[config.mk]
export PLATFORM = sky130hd
export DESIGN_NAME = mted_dp
export DESIGN_NICKNAME = d
export VERILOG_FILES = /design/src/sv/mted_pkg.sv /design/src/sv/mted_dp.sv
export SDC_FILE = /design/constraint.sdc
export NUM_CORES = 2
export LEC_CHECK = 0
export BUFFER_PORTS_ARGS = -buffer_cell sky130_fd_sc_hd__buf_2
export CAP_MARGIN = 10
export CELL_PAD_IN_SITES_DETAIL_PLACEMENT = 0
export CELL_PAD_IN_SITES_GLOBAL_PLACEMENT = 1
export CORE_MARGIN = 2
export CORE_UTILIZATION = 45
export DETAILED_ROUTE_END_ITERATION = 10
export HOLD_SLACK_MARGIN = 0.1
export PLACE_DENSITY_LB_ADDON = 0.1
export SLEW_MARGIN = 20
export SYNTH_ARGS = -nofsm -noshare
export SYNTH_HDL_FRONTEND = slang
export SYNTH_SLANG_ARGS = --single-unit
export TNS_END_PERCENT = 5
[constraint.sdc]
create_clock -name clock -period 10.21 [get_ports clock]
set_clock_uncertainty 0.05 [all_clocks]
set_input_delay 2.042 -clock clock [delete_from_list [all_inputs] [get_ports clock]]
set_output_delay 2.042 -clock clock [all_outputs]
set_load 0.05 [all_outputs]
[src/sv/mted_pkg.sv]
`default_nettype none
// ----------------------------------------------------------------------------
// mted_pkg
// Shared widths, register codes, reset values, command and status types and
// the reciprocal table of the multi-tap echo delay.
// ----------------------------------------------------------------------------
package mted_pkg;

   localparam int HISTORY_FRAMES_DEF = 8192;
   localparam int MAX_ECHOES_DEF     = 8;
   localparam int MAX_CHANNELS_DEF   = 2;

   localparam int SAMPLE_W    = 16;
   localparam int DELAY_W     = 13;
   localparam int COUNT_W     = 4;
   localparam int CHAN_CFG_W  = 2;
   localparam int CSR_INDEX_W = 3;
   localparam int CSR_DATA_W  = 13;
   localparam int ACC_W       = 20;
   localparam int RECIP_SHIFT = 20;
   localparam int RECIP_W     = 20;

   localparam logic [CSR_INDEX_W-1:0] CSR_DELAY_FRAMES       = 3'd0;
   localparam logic [CSR_INDEX_W-1:0] CSR_ECHO_COUNT         = 3'd1;
   localparam logic [CSR_INDEX_W-1:0] CSR_ALTERNATE_POLARITY = 3'd2;
   localparam logic [CSR_INDEX_W-1:0] CSR_LINEAR_DIVISOR     = 3'd3;
   localparam logic [CSR_INDEX_W-1:0] CSR_CHANNEL_COUNT      = 3'd4;

   localparam logic [DELAY_W-1:0]    RST_DELAY_FRAMES  = 13'd1000;
   localparam logic [COUNT_W-1:0]    RST_ECHO_COUNT    = 4'd1;
   localparam logic                  RST_ALTERNATE     = 1'b0;
   localparam logic                  RST_LINEAR        = 1'b0;
   localparam logic [CHAN_CFG_W-1:0] RST_CHANNEL_COUNT = 2'd2;

   typedef struct packed {
      logic [DELAY_W-1:0]    delay_frames;
      logic [COUNT_W-1:0]    echo_count;
      logic                  alternate_polarity;
      logic                  linear_divisor;
      logic [CHAN_CFG_W-1:0] channel_count;
   } cfg_type;

   typedef struct packed {
      logic clear_wr;
      logic start;
      logic red_step;
      logic tap_issue;
      logic tap_mul;
      logic tap_acc;
      logic finish;
   } cmd_type;

   typedef struct packed {
      logic clear_last;
      logic red_skip;
      logic red_last;
      logic taps_done;
      logic rsp_free;
   } status_type;

   // Entry i holds floor(2^20 / (i + 2)), the reciprocal of divisor i + 2.
   localparam logic [RECIP_W-1:0] RECIP_LIN [16] = '{
      RECIP_W'((1 << RECIP_SHIFT) / 2),  RECIP_W'((1 << RECIP_SHIFT) / 3),
      RECIP_W'((1 << RECIP_SHIFT) / 4),  RECIP_W'((1 << RECIP_SHIFT) / 5),
      RECIP_W'((1 << RECIP_SHIFT) / 6),  RECIP_W'((1 << RECIP_SHIFT) / 7),
      RECIP_W'((1 << RECIP_SHIFT) / 8),  RECIP_W'((1 << RECIP_SHIFT) / 9),
      RECIP_W'((1 << RECIP_SHIFT) / 10), RECIP_W'((1 << RECIP_SHIFT) / 11),
      RECIP_W'((1 << RECIP_SHIFT) / 12), RECIP_W'((1 << RECIP_SHIFT) / 13),
      RECIP_W'((1 << RECIP_SHIFT) / 14), RECIP_W'((1 << RECIP_SHIFT) / 15),
      RECIP_W'((1 << RECIP_SHIFT) / 16), RECIP_W'((1 << RECIP_SHIFT) / 17)
   };

   // Number of shifted ring sizes that do not exceed the largest delay value.
   function automatic int reduce_steps(int hf);
      int n;
      n = 0;
      for (int j = 0; j < 16; j++) begin
         if ((hf << j) <= ((1 << DELAY_W) - 1)) begin
            n = j + 1;
         end
      end
      return n;
   endfunction

endpackage
`default_nettype wire

[src/sv/mted_dp.sv]
`default_nettype none
// ----------------------------------------------------------------------------
// mted_dp
// Datapath of the echo delay: ring pointers, history addressing, delay
// reduction, reciprocal divider, accumulator and output register.
// ----------------------------------------------------------------------------
module mted_dp #(
   parameter int HISTORY_FRAMES = mted_pkg::HISTORY_FRAMES_DEF,
   parameter int MAX_ECHOES     = mted_pkg::MAX_ECHOES_DEF,
   parameter int MAX_CHANNELS   = mted_pkg::MAX_CHANNELS_DEF
) (
   input  logic                                        clock,
   input  logic                                        reset,
   input  mted_pkg::cfg_type                           cfg,
   input  mted_pkg::cmd_type                           cmd,
   output mted_pkg::status_type                        status,
   input  logic signed [mted_pkg::SAMPLE_W-1:0]        req_in_sample,
   output logic                                        rsp_valid,
   input  logic                                        rsp_stall,
   output logic signed [mted_pkg::SAMPLE_W-1:0]        rsp_out_sample,
   output logic                                        ram_wr_en,
   output logic [$clog2(HISTORY_FRAMES*MAX_CHANNELS)-1:0] ram_wr_addr,
   output logic [mted_pkg::SAMPLE_W-1:0]               ram_wr_data,
   output logic                                        ram_rd_en,
   output logic [$clog2(HISTORY_FRAMES*MAX_CHANNELS)-1:0] ram_rd_addr,
   input  logic [mted_pkg::SAMPLE_W-1:0]               ram_rd_data
);
   import mted_pkg::*;

   localparam int FW        = $clog2(HISTORY_FRAMES);
   localparam int CW        = (MAX_CHANNELS > 1) ? $clog2(MAX_CHANNELS) : 1;
   localparam int DEPTH     = HISTORY_FRAMES * MAX_CHANNELS;
   localparam int AW        = $clog2(DEPTH);
   localparam int SW        = ((FW > DELAY_W) ? FW : DELAY_W) + 1;
   localparam int RED_STEPS = reduce_steps(HISTORY_FRAMES);
   localparam int RED_W     = (RED_STEPS > 1) ? $clog2(RED_STEPS) : 1;
   localparam int PROD_W    = SAMPLE_W + RECIP_W;

   localparam logic signed [ACC_W-1:0] SAT_HI = ACC_W'(32767);
   localparam logic signed [ACC_W-1:0] SAT_LO = ACC_W'(-32768);

   function automatic logic [AW-1:0] row_addr(logic [FW-1:0] f, logic [CW-1:0] c);
      return AW'(f) * AW'(MAX_CHANNELS) + AW'(c);
   endfunction

   logic [AW-1:0]              clr_ff, clr_in;
   logic [FW-1:0]              fp_ff, fp_in;
   logic [CW-1:0]              chpos_ff, chpos_in;
   logic [CW-1:0]              ch_ff;
   logic [FW-1:0]              tf_ff;
   logic [DELAY_W-1:0]         red_ff;
   logic [RED_W-1:0]           red_cnt_ff;
   logic [COUNT_W-1:0]         k_ff;
   logic signed [ACC_W-1:0]    acc_ff;
   logic [SAMPLE_W-1:0]        mag_ff;
   logic                       neg_ff;
   logic [SAMPLE_W-1:0]        d_ff;
   logic [PROD_W-1:0]          prod_ff;
   logic                       rsp_valid_ff, rsp_valid_in;
   logic signed [SAMPLE_W-1:0] rsp_data_ff;

   logic [3:0]                 chans;
   logic [COUNT_W-1:0]         taps;
   logic [CW-1:0]              ch_cur;
   logic [SW-1:0]              tf_diff, tf_wrap;
   logic [FW-1:0]              tf_next;
   logic [31:0]                red_sub;
   logic [DELAY_W-1:0]         red_next;
   logic                       tap_neg;
   logic [SAMPLE_W-1:0]        tap_mag;
   logic [SAMPLE_W-1:0]        divisor;
   logic [RECIP_W-1:0]         recip;
   logic [SAMPLE_W-1:0]        q0, q;
   logic [31:0]                qd, rem;
   logic signed [ACC_W-1:0]    tap_term;
   logic signed [ACC_W-1:0]    acc_round, acc_half;
   logic signed [SAMPLE_W-1:0] sat_value;
   logic [3:0]                 next_ch;
   logic                       rsp_free;

   always_comb begin
      if (cfg.channel_count == '0) begin
         chans = 4'd1;
      end else if (4'(cfg.channel_count) > 4'(MAX_CHANNELS)) begin
         chans = 4'(MAX_CHANNELS);
      end else begin
         chans = 4'(cfg.channel_count);
      end
      if (cfg.echo_count == '0) begin
         taps = COUNT_W'(1);
      end else if (cfg.echo_count > COUNT_W'(MAX_ECHOES)) begin
         taps = COUNT_W'(MAX_ECHOES);
      end else begin
         taps = cfg.echo_count;
      end
      ch_cur = (4'(chpos_ff) >= chans) ? '0 : chpos_ff;
   end

   // Tap frames walk backward by the reduced delay and wrap around the ring.
   always_comb begin
      tf_diff = SW'(tf_ff) - SW'(red_ff);
      tf_wrap = tf_diff + SW'(HISTORY_FRAMES);
      tf_next = tf_diff[SW-1] ? tf_wrap[FW-1:0] : tf_diff[FW-1:0];
      red_sub = 32'(HISTORY_FRAMES) << red_cnt_ff;
      red_next = (32'(red_ff) >= red_sub) ? (red_ff - red_sub[DELAY_W-1:0]) : red_ff;
   end

   always_comb begin
      tap_neg = ram_rd_data[SAMPLE_W-1];
      tap_mag = tap_neg ? (~ram_rd_data + SAMPLE_W'(1)) : ram_rd_data;
      if (cfg.linear_divisor) begin
         divisor = SAMPLE_W'(k_ff) + SAMPLE_W'(1);
         recip   = RECIP_LIN[k_ff - COUNT_W'(1)];
      end else begin
         divisor = SAMPLE_W'(1) << k_ff;
         recip   = (RECIP_W'(1) << (RECIP_W - 1)) >> (k_ff - COUNT_W'(1));
      end
   end

   // The reciprocal estimate is at most one below the true quotient.
   always_comb begin
      q0       = prod_ff[PROD_W-1:RECIP_SHIFT];
      qd       = 32'(q0) * 32'(d_ff);
      rem      = 32'(mag_ff) - qd;
      q        = (rem >= 32'(d_ff)) ? (q0 + SAMPLE_W'(1)) : q0;
      tap_term = neg_ff ? (ACC_W'(0) - $signed(ACC_W'(q))) : $signed(ACC_W'(q));
   end

   always_comb begin
      acc_round = acc_ff + $signed(ACC_W'(acc_ff[ACC_W-1]));
      acc_half  = acc_round >>> 1;
      if (acc_half > SAT_HI) begin
         sat_value = SAT_HI[SAMPLE_W-1:0];
      end else if (acc_half < SAT_LO) begin
         sat_value = SAT_LO[SAMPLE_W-1:0];
      end else begin
         sat_value = acc_half[SAMPLE_W-1:0];
      end
   end

   assign rsp_free = !rsp_valid_ff || !rsp_stall;

   always_comb begin
      clr_in       = clr_ff;
      fp_in        = fp_ff;
      chpos_in     = chpos_ff;
      rsp_valid_in = rsp_valid_ff && rsp_stall;
      next_ch      = 4'(ch_ff) + 4'd1;
      if (cmd.clear_wr) begin
         clr_in = clr_ff + AW'(1);
      end
      if (cmd.finish) begin
         rsp_valid_in = 1'b1;
         if (next_ch >= chans) begin
            chpos_in = '0;
            fp_in    = (fp_ff == FW'(HISTORY_FRAMES - 1)) ? '0 : (fp_ff + FW'(1));
         end else begin
            chpos_in = next_ch[CW-1:0];
         end
      end
   end

   always_ff @(posedge clock) begin
      if (reset) begin
         clr_ff       <= '0;
         fp_ff        <= '0;
         chpos_ff     <= '0;
         rsp_valid_ff <= 1'b0;
      end else begin
         clr_ff       <= clr_in;
         fp_ff        <= fp_in;
         chpos_ff     <= chpos_in;
         rsp_valid_ff <= rsp_valid_in;
      end
   end

   always_ff @(posedge clock) begin
      if (cmd.start) begin
         ch_ff      <= ch_cur;
         tf_ff      <= fp_ff;
         red_ff     <= cfg.delay_frames;
         red_cnt_ff <= RED_W'((RED_STEPS > 0) ? (RED_STEPS - 1) : 0);
         k_ff       <= COUNT_W'(1);
         acc_ff     <= ACC_W'(req_in_sample);
      end
      if (cmd.red_step) begin
         red_ff     <= red_next;
         red_cnt_ff <= red_cnt_ff - RED_W'(1);
      end
      if (cmd.tap_issue) begin
         tf_ff <= tf_next;
      end
      if (cmd.tap_mul) begin
         mag_ff  <= tap_mag;
         neg_ff  <= tap_neg ^ (cfg.alternate_polarity & k_ff[0]);
         d_ff    <= divisor;
         prod_ff <= PROD_W'(tap_mag) * PROD_W'(recip);
      end
      if (cmd.tap_acc) begin
         acc_ff <= acc_ff + tap_term;
         k_ff   <= k_ff + COUNT_W'(1);
      end
      if (cmd.finish) begin
         rsp_data_ff <= sat_value;
      end
   end

   assign ram_wr_en   = cmd.clear_wr | cmd.start;
   assign ram_wr_addr = cmd.clear_wr ? clr_ff : row_addr(fp_ff, ch_cur);
   assign ram_wr_data = cmd.clear_wr ? '0 : req_in_sample;
   assign ram_rd_en   = cmd.tap_issue;
   assign ram_rd_addr = row_addr(tf_next, ch_ff);

   always_comb begin
      status.clear_last = (clr_ff == AW'(DEPTH - 1));
      status.red_skip   = (RED_STEPS == 0);
      status.red_last   = (red_cnt_ff == '0);
      status.taps_done  = (k_ff == taps);
      status.rsp_free   = rsp_free;
   end

   assign rsp_valid      = rsp_valid_ff;
   assign rsp_out_sample = rsp_data_ff;

endmodule
`default_nettype wire

[After elaboration in Yosys (flattened, before gate mapping)]
Memories as Yosys holds them, arrays and structs flattened.
Cells that the tools add are included.
Storage, ports and cells
  memories kept: 1
  ROM bits: 320
  register bits: 166
  bits in latches: 0
  bits in writable memories: 0
Cells by class
  eq/ne operators: 4
  mux-type cells: 30
  multipliers: 2
  reduce and logical (&&, ||, !) cells: 11
  bitwise operators: 6
  add/subtract/negate cells: 18
  order comparisons: 9
  div/mod/pow operators: 0
  shift operators: 3
Memories
  (no name shown): depth 16, bits a word 20, read ports 1, clocked after memory_dff 0, write ports 0, RTL line mted_dp.sv:113  | recip = RECIP_LIN[k_ff - COUNT_W'(1)];
Operators with widths (count)
  2-to-1 mux 20 bit: 6
  2-to-1 mux 13 bit: 7
  2-to-1 mux 16 bit: 5
  multiplier 16 x 20 -> 36 bit: 1
  adder 16 x 1 -> 16 bit (second input constant): 2
  >= comparator 13 x 32 -> 1 bit: 1
  >= comparator 32 x 16 -> 1 bit: 1
  multiplier 16 x 16 -> 32 bit: 1
  << shifter 14 x 1 -> 32 bit (first input constant): 1
  subtractor 16 x 32 -> 32 bit: 1
  adder 14 x 1 -> 14 bit: 2
  adder 13 x 1 -> 13 bit (second input constant): 2
  adder 20 x 2 -> 20 bit: 1
  adder 20 bit: 1
  2-to-1 mux 4 bit: 5
  >> shifter 20 x 4 -> 20 bit (first input constant): 1
  > comparator 19 x 16 -> 1 bit (second input constant): 1
  < comparator 19 x 16 -> 1 bit (second input constant): 1
  subtractor 1 x 16 -> 17 bit (first input constant): 1
  inverter 16 bit: 1
  << shifter 1 x 4 -> 16 bit (first input constant): 1
  adder 14 x 1 -> 14 bit (second input constant): 1
  == test 14 bit (second input constant): 1
  2-to-1 mux 14 bit: 1
  other kinds (29): 37

[Depth between registers and ports, before layout]
  word-level depth: 8
  gate-level depth with buffers: 57

[Worst setup path after synthesis]
No wires, ideal clock.
  path kind: reg-to-reg
  start point: register prod_ff[23]
  end point: register acc_ff[18] (data pin)
  path slack: -885 ps
  arrival: 10791 ps
  path buffers: 6
  cell stages (with the launch flop): 56
  path through: edfxtp_1 -> clkbuf_1 -> clkbuf_1 -> clkbuf_1 -> nand2_1 -> fa_1 -> fa_1 -> inv_1 -> ha_1 -> inv_1 -> fa_1 -> fa_1 -> inv_1 -> fa_1 -> inv_1 -> ha_1 -> buf_2 -> nand2_1 -> (+20 left out) -> nand2b_1 -> xnor2_1 -> xnor2_1 -> ha_1 -> a21o_1 -> a21oi_1 -> o21bai_1 -> a21oi_1 -> o21bai_1 -> a21oi_1 -> o21bai_1 -> a21oi_1 -> o21ai_0 -> a211oi_1 -> o21ai_0 -> a31oi_1 -> xnor2_1 -> a21o_1
Between the ends
  longest elaborated chain between the ends: 8
Ends and longest elaborated chain
  start: declaration: RTL line mted_dp.sv:58  | logic [PROD_W-1:0] prod_ff;
  start signal: assignment: RTL line mted_dp.sv:197  | prod_ff <= PROD_W'(tap_mag) * PROD_W'(recip);
  multiplier 16 x 16 -> 32 bit: RTL line mted_dp.sv:123  | qd = 32'(q0) * 32'(d_ff);
  subtractor 16 x 32 -> 32 bit: RTL line mted_dp.sv:124  | rem = 32'(mag_ff) - qd;
  >= comparator 32 x 16 -> 1 bit: RTL line mted_dp.sv:125  | q = (rem >= 32'(d_ff)) ? (q0 + SAMPLE_W'(1)) : q0;
  2-to-1 mux 16 bit (*): RTL line mted_dp.sv:125
  subtractor 1 x 16 -> 17 bit: RTL line mted_dp.sv:126  | tap_term = neg_ff ? (ACC_W'(0) - $signed(ACC_W'(q))) : $signed(ACC_W'(q));
  2-to-1 mux 20 bit (*): RTL line mted_dp.sv:126
  adder 20 bit (*): RTL line mted_dp.sv:200  | acc_ff <= acc_ff + tap_term;
  2-to-1 mux 20 bit (*): RTL line mted_dp.sv:199  | if (cmd.tap_acc) begin
  end signal: assignment: RTL line mted_dp.sv:184  | acc_ff <= ACC_W'(req_in_sample);
  end signal: assignment: RTL line mted_dp.sv:200
  end: declaration: RTL line mted_dp.sv:54  | logic signed [ACC_W-1:0] acc_ff;
Every way passes the cells marked *; elsewhere a longest branch is shown, timed or not.
A chain may end at the register's enable or synchronous reset.

[Final worst setup path]
  start point: register d_ff[3]
  end point: register acc_ff[18] (data pin)
Between the ends
  longest elaborated chain between the ends: 8
Ends and longest elaborated chain
  start: declaration: RTL line mted_dp.sv:57  | logic [SAMPLE_W-1:0] d_ff;
  start signal: assignment: RTL line mted_dp.sv:196  | d_ff <= divisor;
  multiplier 16 x 16 -> 32 bit: RTL line mted_dp.sv:123
  subtractor 16 x 32 -> 32 bit: RTL line mted_dp.sv:124
  >= comparator 32 x 16 -> 1 bit (*): RTL line mted_dp.sv:125
  2-to-1 mux 16 bit (*): RTL line mted_dp.sv:125
  subtractor 1 x 16 -> 17 bit: RTL line mted_dp.sv:126
  2-to-1 mux 20 bit (*): RTL line mted_dp.sv:126
  adder 20 bit (*): RTL line mted_dp.sv:200
  2-to-1 mux 20 bit (*): RTL line mted_dp.sv:199
Marks and branches as above.

==> key figures <==
Layout
  • Fill cells: 6,118
  • Multi-input gate area: 22,700 µm²
  • Most frequent cells in the layout: 615 x inv_1, 466 x fa_1, 430 x nand2_1
  • Area growth from synthesis to layout: 16.60%
  • Final nets: 4,427
  • Commonest non-fill, non-tap cell in the layout: inv_1
  • FF+latch area: 4094 µm²
  • Layout cells sized above 1: 0.1818

Global route
  • Total gr overflow: 0
  • Initial antenna violation count: 2
  • Vias in the first global route: 24,740
  • First-pass GRT wire length: 129,500 µm
  • All-Layer GR Usage: 0.2427
  • Largest net degree at the start of global routing: 50

STA
  • Final-report hold violation count: 0
  • Min Tclk post-route: 10.65 ns
  • Max transition margin: 0.2421
  • Unrepaired setup endpoints after global routing: yes
  • Post-route setup slack: -0.4363 ns
  • F_max: 93.93 MHz
  • Worst slew pin tran: 1.131 ns
  • # setup viols final: 9
  • Post-route clock period utilization: 1.043
  • Slew Limit Fails: 0

Min path
  • Type of the worst min-delay path: reg -> reg

Critical path
  • Top Family by Delay on Critical Path: adder cells
  • Largest stage delay, worst path: 0.58 ns
  • Crit-path slowest cell: or4_4
  • CP Launch Type: flop
  • CP max FO: 6
  • WP buf/inv: 8
  • CP endpoint kind: flop
  • Cell repeated most along the worst path: fa_1
  • Critical path class: reg -> reg
  • Worst Path Required: 10.37 ns
  • R2R Setup Slk: -0.44 ns
  • Arr. time, crit path: 10.81 ns

Detailed routing
  • Vias per Instance: 5.125
  • Residual DRC: 0
  • Wire per inst: 17.52 µm
  • DRT Pass-1 Iters: 5
  • DRT iter0 DRCs: 1,299
  • Antenna Nets Post-Route: 0
  • Vias: 23,000
  • Total Wirelength: 78,620 µm

Yosys
  • Async SR Flop Fraction: 0
  • Synth Warn #: 0
  • Yosys cell types: 81
  • Post-synth EDFFs: 117
  • Syn nets: 4,107
  • Post-Syn Area: 29,210 µm²
  • #FFs+latches synth: 146
  • Register area share after synthesis: 0.1402
  • Synth top area share: 0.3221
  • Synth area leaders: fa_1 32%, edfxtp_1 12%, ha_1 12%
  • Syn Area/Cell: 8.857 µm²
  • Ys flop type: edfxtp_1
  • Post-Syn Instances: 3,298
  • Post-synth top area cell: fa_1

CTS
  • Root buffer cell: clkbuf_16
  • Clk_lat worst skew: 0.45 ns
  • Worst-path clk slew: 0.07 ns
  • H-tree level count: 4
  • Clock buffer depth: 2
  • Sink Count: 146
  • TritonCTS buffer count: 17
  • CTS tree: done

Placed design
  • Pre-CTS WS: -1.092 ns
  • DP HPWL: 64,410 µm
  • Final Wtd Congestion: 0.9083
  • Port Buf Inserts: 128

Floorplan
  • Row cnt: 93
  • Die area: 66,970 µm²
  • Height of the die: 258.8 µm
  • Initial core utilization: 0.4539
  • Core region area: 64,350 µm²
  • Ports: 131
  • DIE WIDTH: 258.8 µm

Flow run
  • Max-cap violations: 0

Outcome
  • Status: finished with violations
  • Failing checks: negative setup slack
[state kept, by name, summed over array words and instances (netlist names)]
| name | cells |
|---|---|
| acc_ff | 20 |
| clr_ff | 14 |
| neg_ff | 1 |
| prod_ff | 16 |
| red_cnt_ff | 1 |
| fp_ff | 13 |
| rsp_valid | 1 |
| d_ff | 16 |
| chpos_ff | 1 |
| mag_ff | 16 |
| ch_ff | 1 |
| red_ff | 13 |
| k_ff | 4 |
| rsp_out_sample | 16 |
| tf_ff | 13 |
[layout make-up]
type                       instances  share of cell area
tap                              855             0.03141
clock inverter                    13            0.003086
timing repair buffer             457             0.09540
clock buffer                      19             0.01396
antenna                            1          0.00007347
sequential                       146              0.1202
multi-input combinational       2368              0.6665
inverter                         628             0.06936
[synth_stat cells (all sizes together) (40+ instances only)]
cell / count
mux2: 48
clkbuf: 139
nor2: 168
nand3: 44
xnor2: 92
a21oi: 101
inv: 625
ha: 276
edfxtp: 117
nand2: 440
xor2: 60
o21ai: 101
fa: 470
and2: 194
nor2b: 40
[worst reg2reg max path: cells and delay by family (launching register included)]
family	cells	cell delay, ns
mux	2	0.37
fa+ha+maj	9	3.82
xor+xnor	2	0.26
flops	1	0.45
simple gates	8	2.22
buf+inv	8	0.83
compound gates	16	2.39
[through the flow]
| step | util | setup TNS, ns | hold WS (ns) | cells | cell area, µm² |
|---|---|---|---|---|---|
| final | 0.5293 | -1.915 | 0.4405 | 4487 | 34060 |
| after global routing | 0.5293 | -7.185 | 0.4808 | 4487 | 34060 |
| after CTS | 0.5278 | -3.121 | 0.4428 | 4484 | 33960 |
| after detailed placement | 0.5126 | -7.757 | 0.4291 | 4438 | 32980 |
| after global placement | 0.5124 | -6.818 | 0.4299 | 4438 | 32970 |
| after floorplan | - | -0.03370 | 0.4133 | 3298 | 29690 |
[timing repair]
item | in CTS | in global routing
resized for setup | 65 | 14
pin swaps | 81 | 21
endpoints found under the setup margin | 12 | 14
cloned | 1 | 0
hold buffers | 0 | 0
setup buffers | 14 | 2
[layer usage]
layer  GRT usage  wire length, µm
met2      0.4277            39280
met4     0.06182             1655
met3     0.02210             2968
met5           0                0
met1      0.3213            34720
[worst paths after layout]
| path | from | cells past startpoint | endpoint |
|---|---|---|---|
| worst max-delay path | d_ff[3]$_DFFE_PP_ | 45 | acc_ff[18]$_DFFE_PP_ |
| worst min-delay path | chpos_ff$_SDFFE_PP0P_ | 2 | chpos_ff$_SDFFE_PP0P_ |
| worst max register to register | d_ff[3]$_DFFE_PP_ | 45 | acc_ff[18]$_DFFE_PP_ |
| worst min register to register | chpos_ff$_SDFFE_PP0P_ | 2 | chpos_ff$_SDFFE_PP0P_ |
[kinds of logic (layout without fill, tap and decap cells)]
logic type      count (synthesis)  in the layout  synth area share
simple gates                 1048           1048            0.1713
buf+inv                       784           1117            0.1021
fa+ha+maj                     747            747            0.4407
compound gates                360            360           0.07744
xor+xnor                      152            152           0.04558
flops                         146            146            0.1402
mux                            60             60           0.02262
other cells                     1              2         0.0001284
Power is not shown: default switching activity piles up to over one toggle a cycle in this logic, so the estimate is an artifact.
