==> config.mk <==
export PLATFORM = sky130hd
export DESIGN_NAME = mted_ctrl
export DESIGN_NICKNAME = d
export VERILOG_FILES = /design/src/sv/mted_pkg.sv /design/src/sv/mted_ctrl.sv
export SDC_FILE = /design/constraint.sdc
export NUM_CORES = 1
export LEC_CHECK = 0
export ABC_AREA = 1
export BUFFER_PORTS_ARGS = -buffer_cell sky130_fd_sc_hd__buf_2
export CAP_MARGIN = 20
export CELL_PAD_IN_SITES_DETAIL_PLACEMENT = 1
export CELL_PAD_IN_SITES_GLOBAL_PLACEMENT = 2
export CORE_MARGIN = 5
export CORE_UTILIZATION = 19
export CTS_BUF_LIST = sky130_fd_sc_hd__clkbuf_8
export CTS_CLUSTER_SIZE = 12
export DETAILED_ROUTE_END_ITERATION = 8
export PLACE_DENSITY = 0.82
export SETUP_SLACK_MARGIN = 0.05
export SLEW_MARGIN = 15
export SYNTH_ARGS = -nofsm -noshare
export SYNTH_HDL_FRONTEND = slang
export SYNTH_SLANG_ARGS = --single-unit
==> constraint.sdc <==
create_clock -name clock -period 1.5 [get_ports clock]
set_input_delay 0.075 -clock clock [delete_from_list [all_inputs] [get_ports clock]]
set_output_delay 0.075 -clock clock [all_outputs]
set_load 0.1 [all_outputs]
==> src/sv/mted_pkg.sv <==
`default_nettype none
// ----------------------------------------------------------------------------
// mted_pkg
// Shared widths, register codes, reset values, command and status types and
// the reciprocal table of the multi-tap echo delay.
// ----------------------------------------------------------------------------
package mted_pkg;

   localparam int HISTORY_FRAMES_DEF = 8192;
   localparam int MAX_ECHOES_DEF     = 8;
   localparam int MAX_CHANNELS_DEF   = 2;

   localparam int SAMPLE_W    = 16;
   localparam int DELAY_W     = 13;
   localparam int COUNT_W     = 4;
   localparam int CHAN_CFG_W  = 2;
   localparam int CSR_INDEX_W = 3;
   localparam int CSR_DATA_W  = 13;
   localparam int ACC_W       = 20;
   localparam int RECIP_SHIFT = 20;
   localparam int RECIP_W     = 20;

   localparam logic [CSR_INDEX_W-1:0] CSR_DELAY_FRAMES       = 3'd0;
   localparam logic [CSR_INDEX_W-1:0] CSR_ECHO_COUNT         = 3'd1;
   localparam logic [CSR_INDEX_W-1:0] CSR_ALTERNATE_POLARITY = 3'd2;
   localparam logic [CSR_INDEX_W-1:0] CSR_LINEAR_DIVISOR     = 3'd3;
   localparam logic [CSR_INDEX_W-1:0] CSR_CHANNEL_COUNT      = 3'd4;

   localparam logic [DELAY_W-1:0]    RST_DELAY_FRAMES  = 13'd1000;
   localparam logic [COUNT_W-1:0]    RST_ECHO_COUNT    = 4'd1;
   localparam logic                  RST_ALTERNATE     = 1'b0;
   localparam logic                  RST_LINEAR        = 1'b0;
   localparam logic [CHAN_CFG_W-1:0] RST_CHANNEL_COUNT = 2'd2;

   typedef struct packed {
      logic [DELAY_W-1:0]    delay_frames;
      logic [COUNT_W-1:0]    echo_count;
      logic                  alternate_polarity;
      logic                  linear_divisor;
      logic [CHAN_CFG_W-1:0] channel_count;
   } cfg_type;

   typedef struct packed {
      logic clear_wr;
      logic start;
      logic red_step;
      logic tap_issue;
      logic tap_mul;
      logic tap_acc;
      logic finish;
   } cmd_type;

   typedef struct packed {
      logic clear_last;
      logic red_skip;
      logic red_last;
      logic taps_done;
      logic rsp_free;
   } status_type;

   // Entry i holds floor(2^20 / (i + 2)), the reciprocal of divisor i + 2.
   localparam logic [RECIP_W-1:0] RECIP_LIN [16] = '{
      RECIP_W'((1 << RECIP_SHIFT) / 2),  RECIP_W'((1 << RECIP_SHIFT) / 3),
      RECIP_W'((1 << RECIP_SHIFT) / 4),  RECIP_W'((1 << RECIP_SHIFT) / 5),
      RECIP_W'((1 << RECIP_SHIFT) / 6),  RECIP_W'((1 << RECIP_SHIFT) / 7),
      RECIP_W'((1 << RECIP_SHIFT) / 8),  RECIP_W'((1 << RECIP_SHIFT) / 9),
      RECIP_W'((1 << RECIP_SHIFT) / 10), RECIP_W'((1 << RECIP_SHIFT) / 11),
      RECIP_W'((1 << RECIP_SHIFT) / 12), RECIP_W'((1 << RECIP_SHIFT) / 13),
      RECIP_W'((1 << RECIP_SHIFT) / 14), RECIP_W'((1 << RECIP_SHIFT) / 15),
      RECIP_W'((1 << RECIP_SHIFT) / 16), RECIP_W'((1 << RECIP_SHIFT) / 17)
   };

   // Number of shifted ring sizes that do not exceed the largest delay value.
   function automatic int reduce_steps(int hf);
      int n;
      n = 0;
      for (int j = 0; j < 16; j++) begin
         if ((hf << j) <= ((1 << DELAY_W) - 1)) begin
            n = j + 1;
         end
      end
      return n;
   endfunction

endpackage
`default_nettype wire

==> src/sv/mted_ctrl.sv <==
`default_nettype none
// ----------------------------------------------------------------------------
// mted_ctrl
// Sequencer of the echo delay: clearing pass, delay reduction, three steps
// per tap and the result hand-off.
// ----------------------------------------------------------------------------
module mted_ctrl (
   input  logic                 clock,
   input  logic                 reset,
   input  logic                 req_valid,
   output logic                 req_stall,
   input  mted_pkg::status_type status,
   output mted_pkg::cmd_type    cmd
);
   import mted_pkg::*;

   localparam logic [2:0] ST_CLEAR    = 3'd0;
   localparam logic [2:0] ST_IDLE     = 3'd1;
   localparam logic [2:0] ST_REDUCE   = 3'd2;
   localparam logic [2:0] ST_TAP_ADDR = 3'd3;
   localparam logic [2:0] ST_TAP_MUL  = 3'd4;
   localparam logic [2:0] ST_TAP_ACC  = 3'd5;
   localparam logic [2:0] ST_FINISH   = 3'd6;

   logic [2:0] state_ff;
   logic [2:0] state_in;

   always_comb begin
      cmd      = '0;
      state_in = state_ff;
      unique case (state_ff)
         ST_CLEAR: begin
            cmd.clear_wr = 1'b1;
            if (status.clear_last) begin
               state_in = ST_IDLE;
            end
         end
         ST_IDLE: begin
            if (req_valid) begin
               cmd.start = 1'b1;
               state_in  = status.red_skip ? ST_TAP_ADDR : ST_REDUCE;
            end
         end
         ST_REDUCE: begin
            cmd.red_step = 1'b1;
            if (status.red_last) begin
               state_in = ST_TAP_ADDR;
            end
         end
         ST_TAP_ADDR: begin
            cmd.tap_issue = 1'b1;
            state_in      = ST_TAP_MUL;
         end
         ST_TAP_MUL: begin
            cmd.tap_mul = 1'b1;
            state_in    = ST_TAP_ACC;
         end
         ST_TAP_ACC: begin
            cmd.tap_acc = 1'b1;
            state_in    = status.taps_done ? ST_FINISH : ST_TAP_ADDR;
         end
         ST_FINISH: begin
            if (status.rsp_free) begin
               cmd.finish = 1'b1;
               state_in   = ST_IDLE;
            end
         end
         default: begin
            state_in = ST_CLEAR;
         end
      endcase
   end

   always_ff @(posedge clock) begin
      if (reset) begin
         state_ff <= ST_CLEAR;
      end else begin
         state_ff <= state_in;
      end
   end

   assign req_stall = (state_ff != ST_IDLE);

endmodule
`default_nettype wire

# Word-level counts from Yosys, hierarchy flattened
# Cells that the tools add are included.
# op_classes
eq_ne,11
mux,16
reduce_logical,2
# ops
op,count
case mux 3 bit (7 select lines),1
two-way mux 3 bit,5
two-way mux 1 bit,10
"== test 3 bit, second input constant",3
"!= test 2 bit, second input constant",4
"== test 3 x 2 -> 1 bit, second input constant",2
AND reduction 4 bit,1
"== test 3 x 1 -> 1 bit, second input constant",1
zero test 3 bit,1
"!= test 3 x 1 -> 1 bit, second input constant",1
# word_totals
ff_bits,3
input_bits,8
out_inout_bits,8
wordCells,30

# Longest topological paths before layout
# Gate-level depths: netlist (run 1).
# depth
ltp_word,3
depth_mapped,9
depth_no_buf,9

# Least setup slack after synthesis (run 1)
# No wires, ideal clock.
# synth_path
path_kind,reg-to-reg
from,reg state_ff[0]
to,reg state_ff[2]
setup_time_ns,0.072
arrival_ns,2.785
t_required_ns,1.428
slack_ns,-1.357
stages_incl_launch_ff,5
n_path_buf,0
period_less_slack_ns,2.857
path_cell_list,dfxtp_1 > inv_2 > nor3_1 > a31oi_1 > a21oi_1
# synth_between
elab_chain_len,3
word_cells_on_any_way,13
cone_classes,eq/ne (10); mux (1); reduce/logical (2)
# synth_rtl
item,line,text
from (decl),mted_ctrl.sv:25,logic [2:0] state_ff;
from (signal assigned),mted_ctrl.sv:78,state_ff <= state_in;
"== test 3 x 2 -> 1 bit, or another cell as far along",mted_ctrl.sv:31,unique case (state_ff)
!= test 2 bit (no line),--,
AND reduction 4 bit (no line),--,
# Several ways; a longest one is shown, not always the timed one.
# A chain may end at the register's enable or synchronous reset.

==> results of run 1 <==
stage by stage:
step | cell area, µm² | std cells | hold slack [ps]
after global placement | 444 | 80 | 267
after detailed placement | 444 | 80 | 266
after global routing | 494 | 84 | 44.4
after CTS | 489 | 84 | 39.7
final | 494 | 84 | 42.7
after floorplan | 320 | 50 | 130
cell families (layout without fill, tap and decap cells):
family | after synthesis | after routing | share of synthesized area [%]
flops | 3 | 3 | 22.0
compound gates | 4 | 4 | 9.63
simple gates | 32 | 32 | 53.2
buf+inv | 11 | 30 | 15.1
worst paths after layout:
path | endpoint | slack (ps) | cells past startpoint
setup / recovery | cmd[1] | 130 | 4
hold / removal | state_ff[0] | 40 | 2
setup reg to reg | state_ff[1] | 360 | 9
hold reg to reg | state_ff[2] | 590 | 2
layout make-up:
type                    count  area share [%]
multi-input cells          36            42.5
repair buffers             15            22.3
flip-flops and latches      3            12.9
clock buffers               3            8.35
clock inverters             1           0.759
well taps                  15            3.80
inverters                  11            9.37
critical path: cells and delay by family (launching register included):
kind	cells	cell delay (ps)
buf+inv	2	540
flops	1	330
simple gates	2	210
layout by cell type (no fill, tap or decap):
master / instances
a21oi_1: 1
nand3_1: 3
inv_4: 2
nand3_4: 1
clkbuf_4: 2
a21oi_2: 1
nor2_2: 5
nor3_4: 1
nor2_1: 6
buf_2: 11
nor2_4: 2
inv_2: 1
nand4_1: 1
a31oi_1: 2
nand3b_1: 1
inv_1: 9
dfxtp_2: 3
nand2_1: 12
clkbuf_8: 3
buf_12: 2
per-layer routing:
metal / routed length [µm] / GRT usage [%]
met2: 441 / 14.8
met4: 8 / 3.23
met1: 389 / 11.2
met3: 77 / 3.76
met5: 0 / 0
==> results.yml, run 1 <==
finish:
  multi_input_area_um2: 210
  layout-drive-gt1-share_pct: 49.3
  num_antenna_cells: 0
  finalCoreUtilization_pct: 37.1
  top_register: "state_ff"
  largest_reg_flops: 3
  register_area_um2: 63.8
  fin_nets: 78
  syn2layout_area_growth_pct: 81.2
  top_regs: "state_ff x3"
  fillers: 178
place:
  finalWeightedCongestion: 0.756
  hpwl_um: 795
  port_buffers: 15
  place_ws_ps: 334
global_routing:
  grt_pass1_vias: 327
  grt_max_degree: 9
  grt-ovfl-total: 0
  antenna_found_initial: 0
  grt_util_all_layers_pct: 9.28
  grt_pass1_wl_mm: 1.44
logic_synthesis:
  synth_common_cells: "nand2_1 (12), nor2_1 (10), inv_1 (8)"
  synth_edf_count: 0
  synthCells: 50
  yosysTopAreaCell: "dfxtp_1"
  ys_warn_count: 0
  syn_area_um2: 273
  seq_area_frac_synth_pct: 22.0
  synth_cell_type_count: 14
  ys.flop_type: "dfxtp_1"
  yosysMostFrequentCell: "nand2_1"
  synth_area_leaders: "dfxtp_1 (22%), nand2_1 (17%), nor2_1 (14%)"
  syn_avg_cell_area_um2: 5.46
  ys_async_sr_fraction_pct: 0
  synth_top_area_share_pct: 22.0
  syn-num-nets: 58
  ys_ff_latch: 3
routing:
  dr.pass1.iters: 4
  wl_per_cell_um: 10.9
  routed_wl_um: 916
  drt_iter0_drc: 4
  num_vias: 374
  drc: 0
  ant_nets: 0
  routed_via_density: 4.45
die:
  pin_count: 16
  dieHeight_um: 47.9
  die-area_mm2: 0.00229
  fp.dieW_um: 47.9
  start_util_pct: 20.5
  coreArea_mm2: 0.00133
  num_rows: 13
timing:
  layout_setup_ws_ps: 129
  final-setup-viol-count: 0
  slew-limit-headroom_pct: 67.4
  post-route-period-util_pct: 91.4
  fin_setup_tns_ps: 0
  fin_worst_skew_ps: 1.44
  worst_slew_pin_slew_ps: 492
  fin_crit_ps: 1370
  maxSlewViolCount: 0
  hold_violations: 0
  rsz0062_at_grt: "false"
  fmax_mhz: 729
setup_path:
  critical_path_required_ps: 1420
  start_kind: "register"
  crit_chain: "inv_4, nand2_1, nor2_4, buf_2"
  critPathMaxStageDelay_ps: 430
  reg2reg_from: "state_ff[1]"
  cp.arrival_ps: 1300
  criticalPathCategory: "reg2out"
  cp-end-kind: "output pin"
  crit_path_start: "state_ff[1]"
  cp_max_fo: 8
  cp_slowest_cell: "buf_2"
clock_network:
  post_cts_buffers: 0
  cts_tree: "done"
  cts_made_buffers: 3
  clk_pin_slew_worst_paths_ps: 30
  root_buffer: "clkbuf_8"
  cts_resized: 0
  hold_buffers: 0
  worstSkewPairLatency_ps: 210
  cts_sinks: 3
  clock_path_buffers: 2
  h-tree-depth: 1
run:
  drv_cap: 0
outcome:
  status: "finished clean"
min_path:
  min_path_type: "in2reg"
  hold_path.startpoint: "reset"
Power of run 1 is not shown: default switching activity piles up to over one toggle a cycle in this logic, so the estimate is an artifact.
==> inputs of run 2 (changes only) <==
--- a/config.mk
+++ b/config.mk
@@ -6,15 +6,14 @@
 export NUM_CORES = 1
 export LEC_CHECK = 0
-export ABC_AREA = 1
 export BUFFER_PORTS_ARGS = -buffer_cell sky130_fd_sc_hd__buf_2
 export CAP_MARGIN = 20
 export CELL_PAD_IN_SITES_DETAIL_PLACEMENT = 1
 export CELL_PAD_IN_SITES_GLOBAL_PLACEMENT = 2
-export CORE_MARGIN = 5
-export CORE_UTILIZATION = 19
+export CORE_AREA = 5 5 42 44
 export CTS_BUF_LIST = sky130_fd_sc_hd__clkbuf_8
 export CTS_CLUSTER_SIZE = 12
 export DETAILED_ROUTE_END_ITERATION = 8
-export PLACE_DENSITY = 0.82
+export DIE_AREA = 0 0 47 49
+export PLACE_DENSITY = 0.75
 export SETUP_SLACK_MARGIN = 0.05
 export SLEW_MARGIN = 15
==> constraint.sdc (replaced) <==
create_clock -name clock -period 1.5 [get_ports clock]
set_input_delay 0.075 -clock clock [delete_from_list [all_inputs] [get_ports clock]]
set_output_delay 0.075 -clock clock [all_outputs]
set_load 0.01 [all_outputs]
==> run 2 against run 1 <==
Compared with the run above: register-to-register slack gained 30 ps; global-route usage shrank 1.9 points; flip-flop and latch count unchanged; sequential share of layout area grew 2.9 points; count of clock-buffer cells in the layout did not move; via count down 21%; critical path type unchanged; critical path depth down 1; clock skew about the same; setup slack improved by 80 ps; synthesized cell count fell by 36%; cell count decreased by 21%; utilization down 9.9 points.
==> results.yml, run 2 <==
outcome:
  status: "finished clean"
logic_synthesis:
  ys_ff_latch: 3
  synth_common_cells: "a21oi_1 (4), nor2_1 (4)"
  synth_cell_type_count: 17
  seq_area_frac_synth_pct: 25.0
  syn-num-nets: 40
  syn_avg_cell_area_um2: 7.51
  yosysTopAreaCell: "dfxtp_1"
  ys_warn_count: 0
  synth_area_leaders: "dfxtp_1 (25%), nor3b_1 (9.4%), a21oi_1 (8.3%)"
  syn_area_um2: 240
  ys_async_sr_fraction_pct: 0
  ys.flop_type: "dfxtp_1"
  synth_top_area_share_pct: 25.0
  synthCells: 32
  synth_edf_count: 0
global_routing:
  grt_pass1_wl_mm: 1.21
  antenna_found_initial: 0
  grt-ovfl-total: 0
  grt_util_all_layers_pct: 7.39
  grt_max_degree: 13
  grt_pass1_vias: 295
power:
  power-per-cell-area_mw_per_mm2: 1100
  combPwrFrac_pct: 22.1
  p_int_mw: 0.308
  power_mw: 0.419
  p_switching_mw: 0.111
  p_seq_share_pct: 23.5
  power_frac_clock_pct: 54.4
  max-vdd-ir-drop_uv: 508
  leakage_nw: 0.186
  switching_share_pct: 26.6
place:
  port_buffers: 15
  finalWeightedCongestion: 0.726
  hpwl_um: 549
timing:
  maxSlewViolCount: 0
  final-setup-viol-count: 0
  fmax_mhz: 774
  slew-limit-headroom_pct: 76.1
  post-route-period-util_pct: 86.1
  hold_violations: 0
  fin_setup_tns_ps: 0
  fin_crit_ps: 1290
  rsz0062_at_grt: "false"
  worst_slew_pin_slew_ps: 357
  fin_worst_skew_ps: 1.16
die:
  die-area_mm2: 0.00230
  start_util_pct: 17.1
  coreArea_mm2: 0.00140
  dieHeight_um: 49
  pin_count: 16
  fp.dieW_um: 47
  num_rows: 14
clock_network:
  hold_buffers: 0
  cts_resized: 0
  cts_tree: "done"
  cts_made_buffers: 3
  h-tree-depth: 1
  clk_pin_slew_worst_paths_ps: 30
  clock_path_buffers: 2
  cts_sinks: 3
  worstSkewPairLatency_ps: 220
  post_cts_buffers: 0
  root_buffer: "clkbuf_8"
run:
  drv_cap: 0
setup_path:
  reg2reg_depth: 3
  criticalPathCategory: "reg2out"
  cp-end-kind: "output pin"
  cp_max_fo: 12
  cp.arrival_ps: 1220
  critical_path_required_ps: 1420
  start_kind: "register"
min_path:
  min_path_type: "in2reg"
  holdPathStages: 2
finish:
  fillers: 188
  layout-drive-gt1-share_pct: 44.0
  final_common_cell: "buf_2"
  syn2layout_area_growth_pct: 58.3
  top_regs: "state_ff x3"
  fin_nets: 59
  register_area_um2: 60.1
  num_antenna_cells: 0
  largest_reg_flops: 3
  top_register: "state_ff"
  multi_input_area_um2: 165
  layout_common_cells: "buf_2 (15), nor2_1 (4), a21oi_1 (4)"
routing:
  ant_nets: 0
  drc: 0
  wl_per_cell_um: 10.9
  drt_iter0_drc: 7
  num_vias: 294
  routed_via_density: 4.45
  routed_wl_um: 718
  dr.pass1.iters: 4
==> run 2: metrics by stage <==
| step | utilization, % | instances | hold WS [ps] | worst slack [ps] | area (µm²) |
|---|---|---|---|---|---|
| 2_1_floorplan | - | 32 | 141 | 491 | 240 |
| 3_3_place_gp | 23.9 | 62 | 284 | 383 | 335 |
| 3_5_place_dp | 23.9 | 62 | 283 | 384 | 335 |
| 4_1_cts | 27.1 | 66 | 52.4 | 187 | 380 |
| 5_1_grt | 27.1 | 66 | 53.0 | 90.2 | 380 |
| 6_report | 27.1 | 66 | 54.4 | 208 | 380 |
==> run 2: power groups by stage <==
stage	Clock [mW]	Combinational, mW	Sequential (mW)
5_1_grt	0.248	0.104	0.100
6_report	0.228	0.0925	0.0984
4_1_cts	0.238	0.0943	0.0988
2_1_floorplan	0	0.0630	0.0926
3_3_place_gp	0	0.0941	0.0995
3_5_place_dp	0	0.0941	0.0997
==> run 2: cell families after synthesis <==
kind of cell / Yosys count / synth area share, %
AND/OR/NAND/NOR: 17 / 40.6
AO/OA/AOI/OAI: 8 / 24.0
flip-flops: 3 / 25.0
buffers and inverters: 3 / 6.25
multiplexers: 1 / 4.17
==> run 2: layout make-up <==
type                            count  share of cell area (%)
Sequential cell                     3                    15.8
Clock inverter                      1                   0.987
Timing Repair Buffer               17                    23.7
Multi-Input combinational cell     26                    43.4
Clock buffer                        3                    10.9
Tap cell                           16                    5.26
==> run 2: final timing paths <==
kind         slack, ps         from          end
max                210  state_ff[1]       cmd[0]
min                 50        reset  state_ff[0]
max reg2reg        390  state_ff[2]  state_ff[0]
min reg2reg        620  state_ff[1]  state_ff[1]
==> run 2: worst max-delay path, cell delays in order (launching register included) <==
cell and delay [ps]:
dfxtp_1 520, nand2_1 120, nor3b_1 200, buf_2 160
==> run 2: routing by layer <==
metal / part of all wire, % / track usage (%)
met5: 0 / 0
met4: 3.2 / 6.91
met3: 9.3 / 2.58
met2: 41 / 9.28
met1: 47 / 9.21
Power figures use the tool's default switching activity.
==> inputs of run 3 (changes only) <==
clock period = 1.4 ns   (was 1.5 ns; I/O delays follow)
==> run 3 against run 2 <==
Compared with the run above: register-to-register slack lost 100 ps; cell count stayed put; first-iteration DRC count unchanged; clock power increased by 7%; non-clock buffer count is the same; sequential share of layout area grew 0.28 points; die area unchanged; critical path type unchanged.
==> results.yml, run 3 (synthesized netlist as in run 2, its figures left out) <==
routing:
  routed_via_density: 4.45
  drt_iter0_drc: 7
  ant_nets: 0
  dr.pass1.iters: 4
  routed_wl_um: 718
  num_vias: 294
  drc: 0
  wl_per_cell_um: 10.9
timing:
  maxSlewViolCount: 0
  fin_worst_skew_ps: 1.16
  post-route-period-util_pct: 87.7
  hold_violations: 0
  layout_setup_ws_ps: 172
  fin_crit_ps: 1230
  fmax_mhz: 814
  final-setup-viol-count: 0
  fin_setup_tns_ps: 0
  slew-limit-headroom_pct: 87.9
  rsz0062_at_grt: "false"
  worst_slew_pin_slew_ps: 177
setup_path:
  critPathMaxStageDelay_ps: 330
  cp.arrival_ps: 1160
  path_delay_family: "buffers and inverters"
  r2r_setup_slack_ps: 290
  reg2reg_from: "state_ff[2]"
  crit_buf_inv: 2
  reg2reg_depth: 3
  crit_chain: "buf_4, nand2_1, nor3b_1, buf_2"
  criticalPathCategory: "reg2out"
  cp_max_fo: 12
  r2r_end: "state_ff[0]"
  critical_path_required_ps: 1330
  crit_path_start: "state_ff[2]"
  cp_slowest_cell: "dfxtp_1"
  cp-end-kind: "output pin"
  start_kind: "register"
finish:
  fin_nets: 59
  final_common_cell: "buf_2"
  syn2layout_area_growth_pct: 58.9
  top_regs: "state_ff x3"
  layout_common_cells: "buf_2 (15), nor2_1 (4), a21oi_1 (4)"
  largest_reg_flops: 3
  num_antenna_cells: 0
  layout-drive-gt1-share_pct: 46.0
  top_register: "state_ff"
global_routing:
  grt-ovfl-total: 0
  grt_max_degree: 13
  grt_pass1_vias: 295
  antenna_found_initial: 0
  grt_pass1_wl_mm: 1.21
  grt_util_all_layers_pct: 7.39
die:
  fp.dieW_um: 47
  pin_count: 16
  dieHeight_um: 49
  start_util_pct: 17.1
  num_rows: 14
  die-area_mm2: 0.00230
  coreArea_mm2: 0.00140
clock_network:
  clock_path_buffers: 2
  clk_pin_slew_worst_paths_ps: 30
  post_cts_buffers: 0
  cts_sinks: 3
  h-tree-depth: 1
  cts_tree: "done"
  cts_made_buffers: 3
  root_buffer: "clkbuf_8"
  worstSkewPairLatency_ps: 220
  hold_buffers: 0
  cts_resized: 0
min_path:
  hold_path_end: "state_ff[0]"
  min_path_type: "in2reg"
  hold_path.startpoint: "reset"
  holdPathStages: 2
power:
  max-vdd-ir-drop_uv: 545
  power-per-cell-area_mw_per_mm2: 1180
  leakage_nw: 0.186
place:
  place_ws_ps: 284
  port_buffers: 15
  hpwl_um: 549
  finalWeightedCongestion: 0.726
outcome:
  status: "finished clean"
run:
  drv_cap: 0
run 3: cell counts in the layout (fill, tap and decap cells not counted):
No cell type changed its count.
run 3: area by class of cell:
| type | instances | area [µm²] |
|---|---|---|
| fillers | 188 | 1020 |
| multi-input cells | 26 | 165 |
| repair buffers | 17 | 90.1 |
| flip-flops and latches | 3 | 61.3 |
| clock buffers | 3 | 41.3 |
| well taps | 16 | 20.0 |
| clock inverters | 1 | 3.75 |
run 3: worst max path at each step:
| stage | slack (ps) | end | cells after the start |
|---|---|---|---|
| 3_5_place_dp | 280 | state_ff[0] | 3 |
| 2_1_floorplan | 400 | cmd[0] | 3 |
| 3_3_place_gp | 280 | state_ff[0] | 3 |
| 5_1_grt | 60 | cmd[0] | 4 |
| 4_1_cts | 90 | cmd[0] | 3 |
| 6_report | 170 | cmd[0] | 4 |
run 3: metrics by stage:
| step | hold slack [ps] | area [µm²] | total power, mW | utilization, % | instances |
|---|---|---|---|---|---|
| after floorplan | 136 | 240 | 0.167 | - | 32 |
| after global placement | 279 | 335 | 0.207 | 23.9 | 62 |
| after detailed placement | 278 | 335 | 0.208 | 23.9 | 62 |
| after CTS | 47.4 | 380 | 0.462 | 27.1 | 66 |
| after global routing | 48.0 | 382 | 0.486 | 27.2 | 66 |
| final | 49.4 | 382 | 0.450 | 27.2 | 66 |
run 3: layer usage:
| layer | vias to the layer above | wire, µm | GRT usage (%) |
|---|---|---|---|
| met1 | 130 | 336 | 9.21 |
| met4 | 0 | 23 | 6.91 |
| met5 | - | 0 | 0 |
| met2 | 12 | 292 | 9.28 |
| li1 | 150 | - | - |
| met3 | 2 | 67 | 2.58 |
run 3: worst reg2reg max path, stage by stage (launching register included):
cell,delay (ps)
dfxtp_1,310
buf_4,170
a221o_1,340
a221oi_2,210
run 3: power breakdown:
group | total, mW | internal [mW] | switching (mW)
Sequential | 0.106 | 0.0941 | 0.0119
Clock | 0.245 | 0.187 | 0.0578
Combinational | 0.0991 | 0.0495 | 0.0496
Total | 0.450 | 0.330 | 0.119
